--- src/rtl/eqs_pkg.sv ---
// Shared types and constants for the egress queue scheduler.
// No dependencies; imported by every module of the block.
package eqs_pkg;

  localparam int TOTAL_W      = 32;
  localparam int CFG_DATA_W   = 32;
  localparam int CFG_IDX_W    = 1;
  localparam int SCHED_MODE_W = 2;

  localparam logic [TOTAL_W-1:0] BYTE_LIMIT_RESET = 32'd1048576000;

  typedef enum logic {
    OP_ENQUEUE,
    OP_DEQUEUE
  } op_t;

  typedef enum logic [CFG_IDX_W-1:0] {
    CFG_BYTE_LIMIT,
    CFG_SCHED_MODE
  } cfg_reg_t;

  // Encoding 3 is unused and grants nothing.
  typedef enum logic [SCHED_MODE_W-1:0] {
    SCHED_STRICT,
    SCHED_Q0_RR,
    SCHED_TOP2_RR
  } sched_mode_t;

  localparam sched_mode_t SCHED_MODE_RESET = SCHED_TOP2_RR;

endpackage

--- src/rtl/eqs_arbiter.sv ---
// Dequeue grant selection: strict priority, plus queue-zero-first and top-two
// rules that fall back to a rotated priority encoder. Depends on eqs_pkg.
module eqs_arbiter
  import eqs_pkg::*;
#(
  parameter int NUM_QUEUES = 8
) (
  input  logic                          req,
  input  sched_mode_t                   mode,
  input  logic [NUM_QUEUES-1:0]         nonempty,
  input  logic [NUM_QUEUES-1:0]         paused,
  input  logic [$clog2(NUM_QUEUES)-1:0] rr_last,
  output logic                          grant,
  output logic [$clog2(NUM_QUEUES)-1:0] grant_queue,
  output logic                          move_ptr
);

  localparam int QW = $clog2(NUM_QUEUES);

  logic [NUM_QUEUES-1:0] elig;
  logic [NUM_QUEUES-1:0] elig_above;
  logic [QW-1:0]         strict_q;
  logic [QW-1:0]         rr_q;
  logic                  rr_found;
  logic [QW-1:0]         above_q;
  logic [QW-1:0]         wrap_q;

  assign elig = nonempty & ~paused;

  always_comb begin
    strict_q = '0;
    for (int i = 0; i < NUM_QUEUES; i++) begin
      elig_above[i] = elig[i] && (i > int'(rr_last));
      if (elig[i]) begin
        strict_q = QW'(i);
      end
    end
  end

  // lowest eligible queue after the pointer, else lowest overall
  always_comb begin
    above_q = '0;
    wrap_q  = '0;
    for (int i = NUM_QUEUES - 1; i >= 0; i--) begin
      if (elig_above[i]) begin
        above_q = QW'(i);
      end
      if (elig[i]) begin
        wrap_q = QW'(i);
      end
    end
    rr_found = |elig;
    rr_q     = (|elig_above) ? above_q : wrap_q;
  end

  always_comb begin
    grant       = 1'b0;
    grant_queue = '0;
    move_ptr    = 1'b1;
    case (mode)
      SCHED_STRICT: begin
        grant       = |elig;
        grant_queue = strict_q;
      end
      SCHED_Q0_RR: begin
        if (nonempty[0]) begin
          grant       = 1'b1;
          grant_queue = '0;
        end else begin
          grant       = rr_found;
          grant_queue = rr_q;
        end
      end
      SCHED_TOP2_RR: begin
        if (nonempty[NUM_QUEUES-1]) begin
          grant       = 1'b1;
          grant_queue = QW'(NUM_QUEUES - 1);
          move_ptr    = 1'b0;
        end else if (nonempty[NUM_QUEUES-2]) begin
          grant       = 1'b1;
          grant_queue = QW'(NUM_QUEUES - 2);
          move_ptr    = 1'b0;
        end else begin
          grant       = rr_found;
          grant_queue = rr_q;
        end
      end
      default: begin
        grant = 1'b0;
      end
    endcase
    if (!req) begin
      grant       = 1'b0;
      grant_queue = '0;
    end
  end

endmodule

--- config.mk ---
export PLATFORM = sky130hd
export DESIGN_NAME = eqs_arbiter
export DESIGN_NICKNAME = d
export VERILOG_FILES = /design/src/rtl/eqs_pkg.sv /design/src/rtl/eqs_arbiter.sv
export SDC_FILE = /design/constraint.sdc
export NUM_CORES = 1
export LEC_CHECK = 0
export ABC_AREA = 1
export BUFFER_PORTS_ARGS = -buffer_cell sky130_fd_sc_hd__buf_2
export CELL_PAD_IN_SITES_DETAIL_PLACEMENT = 0
export CELL_PAD_IN_SITES_GLOBAL_PLACEMENT = 2
export CORE_UTILIZATION = 21
export DETAILED_ROUTE_END_ITERATION = 8
export PLACE_DENSITY_LB_ADDON = 0.1
export SLEW_MARGIN = 20
export SYNTH_ARGS = -nofsm -noshare
export SYNTH_HDL_FRONTEND = slang
export SYNTH_SLANG_ARGS = --single-unit
--- constraint.sdc ---
create_clock -name vclk -period 1.65
set_input_delay 0.165 -clock vclk [all_inputs]
set_output_delay 0.165 -clock vclk [all_outputs]
set_load 0.01 [all_outputs]
# Yosys cells after proc, flatten, opt, wreduce, memory -nomap -nowiden
# Cells that the tools add are included.
dict set report totals {
  ff_bits 0
  in_bits 22
  output_inout_bits 5
  elab_cells 57
}
dict set report op_classes {
  n_lt_le_gt_ge 7
  eq_ne 2
  mux 36
  n_bitwise 2
  reduce_logical 10
}
# op count
set ops {}
lappend ops {{2-to-1 mux 3 bit} 25}
lappend ops {{greater-than comparator 3 bit (first input constant)} 4}
lappend ops {{case mux 3 bit (3 select lines)} 1}
lappend ops {{bitwise AND 8 bit} 1}
lappend ops {{2-to-1 mux 1 bit} 8}
lappend ops {{NOT 8 bit} 1}
lappend ops {{OR reduction 8 bit} 1}
lappend ops {{logical AND 1 bit} 7}
lappend ops {{OR reduction 7 bit} 1}
lappend ops {{greater-than comparator 2 x 3 -> 1 bit (first input constant)} 2}
lappend ops {{greater-than comparator 1 x 3 -> 1 bit (first input constant)} 1}
lappend ops {{case mux 1 bit (3 select lines)} 1}
lappend ops {{== test 2 x 1 -> 1 bit (second input constant)} 1}
lappend ops {{== test 2 bit (second input constant)} 1}
lappend ops {{logical NOT 2 bit} 1}
lappend ops {{2-to-1 mux 2 bit} 1}

# Logic depth before layout (Yosys ltp)
# Gate-level depths: netlist of run 1.
dict set report depth {
  ltp_word 15
  ltp_mapped 12
  depth_no_buf 12
}

# Worst setup path before layout of run 1
# No wires, ideal clock.
dict set report synth_path {
  path_type {input port to output port}
  start {input port nonempty[3]}
  end {output port grant_queue[0]}
  arrival_time_ns 0.993
  required_ns 1.485
  setup_slack_ns 0.492
  stages 9
  path_buffers 0
  path_cell_list {inv_1 -> nor2_1 -> nand3_1 -> nand2_1 -> nor2_2 -> and2_1 -> nand2_1 -> nand3_2 -> a21oi_2}
}
dict set report synth_via {
  elab_chain_cells 10
  word_cells_on_any_way 21
  cone_classes {18 x mux; 1 x bitwise; 2 x reduce/logical}
}
# element line_no
set synth_lines {}
lappend synth_lines {{start: declaration} eqs_arbiter.sv:10} ;# input logic [NUM_QUEUES-1:0] nonempty,
lappend synth_lines {{bitwise AND 8 bit (*)} eqs_arbiter.sv:28} ;# assign elig = nonempty & ~paused;
lappend synth_lines {{2-to-1 mux 3 bit / logical AND 1 bit (equally long branches)} {eqs_arbiter.sv:48, eqs_arbiter.sv:33}}
lappend synth_lines {{2-to-1 mux 3 bit, on equally long branches (3 in a row)} {eqs_arbiter.sv:48, eqs_arbiter.sv:45}}
lappend synth_lines {{2-to-1 mux 3 bit} eqs_arbiter.sv:53} ;# rr_q = (|elig_above) ? above_q : wrap_q;
lappend synth_lines {{2-to-1 mux 3 bit} eqs_arbiter.sv:79} ;# end else if (nonempty[NUM_QUEUES-2]) begin
lappend synth_lines {{2-to-1 mux 3 bit} eqs_arbiter.sv:75} ;# if (nonempty[NUM_QUEUES-1]) begin
lappend synth_lines {{case mux 3 bit (3 select lines) (*)} eqs_arbiter.sv:60} ;# case (mode)
lappend synth_lines {{2-to-1 mux 3 bit (*)} eqs_arbiter.sv:92} ;# if (!req) begin
lappend synth_lines {{end: declaration} eqs_arbiter.sv:14} ;# output logic [$clog2(NUM_QUEUES)-1:0] grant_queue,
# Mark *: on every way between the ends. The rest lies on a longest branch, timed or not.

# Worst setup path after layout of run 1
dict set report layout_path {
  start {input port paused[3]}
  end {output port grant_queue[0]}
}
dict set report layout_via {
  elab_chain_cells 11
  word_cells_on_any_way 22
  cone_classes {18 x mux; 2 x bitwise; 2 x reduce/logical}
}
# element line_no
set layout_lines {}
lappend layout_lines {{start: declaration} eqs_arbiter.sv:11} ;# input logic [NUM_QUEUES-1:0] paused,
lappend layout_lines {{NOT 8 bit (*)} eqs_arbiter.sv:28}
lappend layout_lines {{bitwise AND 8 bit (*)} eqs_arbiter.sv:28}
lappend layout_lines {{2-to-1 mux 3 bit / logical AND 1 bit (equally long branches)} {eqs_arbiter.sv:48, eqs_arbiter.sv:33}}
lappend layout_lines {{2-to-1 mux 3 bit, on equally long branches (3 in a row)} {eqs_arbiter.sv:48, eqs_arbiter.sv:45}}
lappend layout_lines {{2-to-1 mux 3 bit} eqs_arbiter.sv:53}
lappend layout_lines {{2-to-1 mux 3 bit} eqs_arbiter.sv:79}
lappend layout_lines {{2-to-1 mux 3 bit} eqs_arbiter.sv:75}
lappend layout_lines {{case mux 3 bit (3 select lines) (*)} eqs_arbiter.sv:60}
lappend layout_lines {{2-to-1 mux 3 bit (*)} eqs_arbiter.sv:92}
# Marks and branches as above.

==> results.toml, run 1 <==
[synth]
synth.yosys.seq_area_share_pct = 0
syn-num-nets = 129
synth_cell_type_count = 20
synthesis.instances = 107
synth_top_cell_area_share_pct = 30.9
synth.largest_area_cell = "sky130_fd_sc_hd__nand2_1"
yosys_warnings = 0
yosys-top-cells-area = "sky130_fd_sc_hd__nand2_1 (31%), sky130_fd_sc_hd__inv_1 (17%), sky130_fd_sc_hd__nand3_1 (9.3%)"
synthesis.area_per_instance_um2 = 4.54
syn_area_um2 = 485

[timing]
min_period_ns = 1.43
final.period_utilization_pct = 86.9
rsz0062_at_grt = "false"
setup_ws_ns = 0.217
timing.setup.tns_ns = 0
finalHoldWorstSlack_ns = 0.672
max_freq_ghz = 0.698
report.final.hold_viol_count = 0
report.final.slew_viol_count = 0
worst_pin_slew_ns = 0.461
report.final.setup_viol = 0
relative_slew_slack_pct = 69.0

[floorplan]
core-area_um2 = 2190
boundaryPins = 27
floorplan.die.height_um = 50.1
fp.dieArea_um2 = 2510
effective_utilization_at_floorplan_pct = 22.2
die_width_um = 50.1
core.rowCount = 17

[critical_path]
critical_path_peak_fanout = 3
critPathBufInv = 2
critPathMaxStageDelay_ns = 0.18
data_required_time_of_the_worst_path_ns = 1.48
top_delay_family_on_crit_path = "simple AND/OR/NAND/NOR gates"
critical_setup_path_kind = "in -> out"
timing.critical_path.arrival_ns = 1.27
critical_path.startpoint_type = "input port"
cp.depth = 10
timing.critical_path.cells = "buf_2 > nor2_1 > nand3_1 > nand2_1 > nor2_2 > and2_1 > nand2_1 > nand3_2 > a21oi_2 > buf_2"
worst_setup_path_end_kind = "output port"
critical_path.slowest_cell = "sky130_fd_sc_hd__nor2_1"

[placement]
half_perimeter_wire_length_of_the_detailed_placement_result_mm = 1.26
io_buffers = 27
placement.setup.worst_slack_ns = 0.197
dp.cells = 162
dpl_cell_area_um2 = 656
routabilityCongestion = 0.746

[hold_path]
min_path_type = "in -> out"
hold_path_depth = 4

[finish]
seq_cell_count = 0
fillerInstances = 276
ratio_of_cells_with_drive_above_1_in_the_final_layout_pct = 29.1
final_nets = 158
synthToLayoutAreaGrowth_pct = 35.1
fin_area_um2 = 656
mostFrequentLayoutCell = "sky130_fd_sc_hd__nand2_1"
clockBufferCount = 0
final_cell_count_no_fill = 162
diodes = 0
seqCellArea_um2 = 0
final_cell_mix = "sky130_fd_sc_hd__nand2_1 (40), sky130_fd_sc_hd__buf_2 (27), sky130_fd_sc_hd__inv_1 (22)"

[routing]
drtIter0Drc = 16
total_routed_length_mm = 1.39
vias = 695
first_pass_drt_iterations = 4
route.antenna.remaining_nets = 0
detail_route.drc_violations = 0
routed_wirelength_normalized_by_instance_count_um = 8.55
vias_per_cell = 4.29

[status]
outcome = "completed"

[global_routing]
wire_length_of_the_first_global_routing_pass_mm = 2.45
initial_antenna_violation_count = 0
track_usage_pct = 12.0
grt_max_degree = 6
grt_pass1_vias = 608
grt.overflow.total = 0

[clocking]
post_cts_resized = 0
postCtsHoldBufs = 0
cts_post_setup_buffers_inserted = 0

[power_and_ir_drop]
vdd.ir_drop.worst_uv = 67.5
power.leakage_uw = 0.000430
power.density_cell_area_nw_per_um2 = 261

[run]
timing.max_cap.violations = 0
-- final timing paths --
kind	start	end	slack (ns)
min	req	grant	0.67
max	paused[3]	grant_queue[0]	0.22
-- Yosys cell counts, drive strengths merged --
cell / instances
nand2: 41
o211ai: 1
nand3: 10
or2: 1
nor2: 12
a21oi: 6
a31oi: 1
and2: 1
inv: 26
a21boi: 1
nor3: 2
o21ai: 4
o21bai: 1
-- cells by family after synthesis --
group | synth area share (%)
buf+inv | 20.1
compound gates | 17.0
simple gates | 62.9
-- through the flow --
stage | utilization, % | total power (uW)
floorplan | - | 109
global placement | 29.9 | 174
detailed placement | 29.9 | 172
CTS | 29.9 | 173
global route | 29.9 | 197
finish | 29.9 | 171
-- worst min-delay path: cells and delay by family --
family	cells	cell delay (ns)
buffers and inverters	3	0.25
AOI/OAI and AO/OA	1	0.09
-- report_power, final --
group	total [uW]	internal, uW	switching (uW)
Sequential	0	0	0
Combinational	171	69.2	102
Clock	0	0	0
Total	171	69.2	102
-- per-layer routing --
metal	wire length (um)	GRT usage, %
met1	698	17.8
met2	610	20.2
met3	77	0
met4	0	0
met5	0	0
-- cell type report --
class / instances / area (um2) / area share (%)
multi-input cells: 81 / 388 / 59.2
repair buffers: 27 / 135 / 20.6
inverters: 26 / 97.6 / 14.9
well taps: 28 / 35.0 / 5.34
(Power assumes the default switching activity.)
==> inputs of run 2 (changes only) <==
--- a/config.mk
+++ b/config.mk
@@ -11,7 +11,7 @@
 export CELL_PAD_IN_SITES_GLOBAL_PLACEMENT = 2
 export CORE_UTILIZATION = 21
 export DETAILED_ROUTE_END_ITERATION = 8
-export PLACE_DENSITY_LB_ADDON = 0.1
+export PLACE_DENSITY_LB_ADDON = 0.25
 export SLEW_MARGIN = 20
 export SYNTH_ARGS = -nofsm -noshare
 export SYNTH_HDL_FRONTEND = slang
==> run 2 against run 1 <==
  * Via count down 3.2%
  * Maximum frequency up 0.35%
  * Utilization unchanged
  * Count of clock-buffer cells in the layout unchanged
  * Total power down 0.64%
  * Critical path type unchanged
  * Largest cell class unchanged
  * Largest power group unchanged
==> results.toml, run 2 (synthesized netlist as in run 1, its figures left out) <==
[global_routing]
track_usage_pct = 11.8
grt.overflow.total = 0
grt_max_degree = 6
initial_antenna_violation_count = 0
grt_pass1_vias = 605
wire_length_of_the_first_global_routing_pass_mm = 2.45

[clocking]
cts_post_setup_buffers_inserted = 0
postCtsHoldBufs = 0
post_cts_resized = 0

[routing]
detail_route.drc_violations = 0
first_pass_drt_iterations = 4
route.antenna.remaining_nets = 0
routed_wirelength_normalized_by_instance_count_um = 8.17
drtIter0Drc = 11
total_routed_length_mm = 1.32
vias_per_cell = 4.15
vias = 673

[finish]
final_nets = 158
diodes = 0
multi_input_comb_area_um2 = 388
seqCellArea_um2 = 0
seq_cell_count = 0
final_cell_mix = "sky130_fd_sc_hd__nand2_1 (40), sky130_fd_sc_hd__buf_2 (27), sky130_fd_sc_hd__inv_1 (22)"
fillerInstances = 274
mostFrequentLayoutCell = "sky130_fd_sc_hd__nand2_1"
synthToLayoutAreaGrowth_pct = 35.1
clockBufferCount = 0
finish.utilization_pct = 29.9
ratio_of_cells_with_drive_above_1_in_the_final_layout_pct = 29.1

[timing]
timing.setup.tns_ns = 0
report.final.setup_viol = 0
report.final.hold_viol_count = 0
worst_pin_slew_ns = 0.462
report.final.slew_viol_count = 0
finalHoldWorstSlack_ns = 0.668
min_period_ns = 1.43
rsz0062_at_grt = "false"
final.period_utilization_pct = 86.6
max_freq_ghz = 0.700
relative_slew_slack_pct = 68.9

[placement]
io_buffers = 27
half_perimeter_wire_length_of_the_detailed_placement_result_mm = 1.24
routabilityCongestion = 0.709

[run]
timing.max_cap.violations = 0

[status]
outcome = "completed"

[critical_path]
timing.critical_path.arrival_ns = 1.26
worst_setup_path_end_kind = "output port"
critPathCapture = "grant_queue[0]"
critical_path.startpoint_type = "input port"
critical_setup_path_kind = "in -> out"
crit_start = "rr_last[2]"
data_required_time_of_the_worst_path_ns = 1.48
critical_path_peak_fanout = 5

[power_and_ir_drop]
power.density_cell_area_nw_per_um2 = 259
vdd.ir_drop.worst_uv = 65.8
power.leakage_uw = 0.000430
fin_total_pwr_uw = 170

[floorplan]
core-area_um2 = 2190
fp.dieArea_um2 = 2510
boundaryPins = 27
floorplan.die.height_um = 50.1
die_width_um = 50.1
core.rowCount = 17
effective_utilization_at_floorplan_pct = 22.2

[hold_path]
min_path_type = "in -> out"
-- run 2: area by class of cell --
cell class	instances	share of cell area, %
Inverter	26	14.9
Multi-Input combinational cell	81	59.2
Timing Repair Buffer	27	20.6
Tap cell	28	5.34
-- run 2: worst max-delay path, stage by stage --
cell and delay (ns):
sky130_fd_sc_hd__buf_2 0.13, sky130_fd_sc_hd__nor2_2 0.15, sky130_fd_sc_hd__inv_2 0.06, sky130_fd_sc_hd__nor3_4 0.20
sky130_fd_sc_hd__nor2_2 0.05, sky130_fd_sc_hd__and2_1 0.13, sky130_fd_sc_hd__nand2_1 0.07, sky130_fd_sc_hd__nand3_2 0.06
sky130_fd_sc_hd__a21oi_2 0.12, sky130_fd_sc_hd__buf_2 0.13
-- run 2: worst min-delay path by stage --
stage	cells past startpoint	slack (ns)	to	startpoint
2_1_floorplan	2	0.45	grant_queue[0]	req
3_3_place_gp	4	0.67	grant	req
3_5_place_dp	4	0.67	grant	req
4_1_cts	4	0.67	grant	req
5_1_grt	4	0.73	grant	req
6_report	4	0.67	grant	req
-- run 2: metal layers --
layer | up-vias | global-route usage [%] | wire, um | share of wire [%]
met3 | 0 | 0.309 | 37 | 2.8
li1 | 379 | - | - | -
met2 | 10 | 20.7 | 605 | 46
met1 | 284 | 16.7 | 681 | 51
met4 | 0 | 0 | 0 | 0
met5 | - | 0 | 0 | 0
-- run 2: through the flow --
| stage | std cells | setup WS (ns) | cell area, um2 |
|---|---|---|---|
| after global placement | 162 | 0.200 | 656 |
| final | 162 | 0.222 | 656 |
| after floorplan | 107 | 0.492 | 485 |
| after CTS | 162 | 0.209 | 656 |
| after global routing | 162 | 0.0131 | 656 |
| after detailed placement | 162 | 0.215 | 656 |
-- run 2: power by group --
group          switching, uW  total (uW)  leakage (uW)  internal (uW)
logic                    101         170      0.000430           69.2
clock network              0           0             0              0
registers                  0           0             0              0
total                    101         170      0.000430           69.2
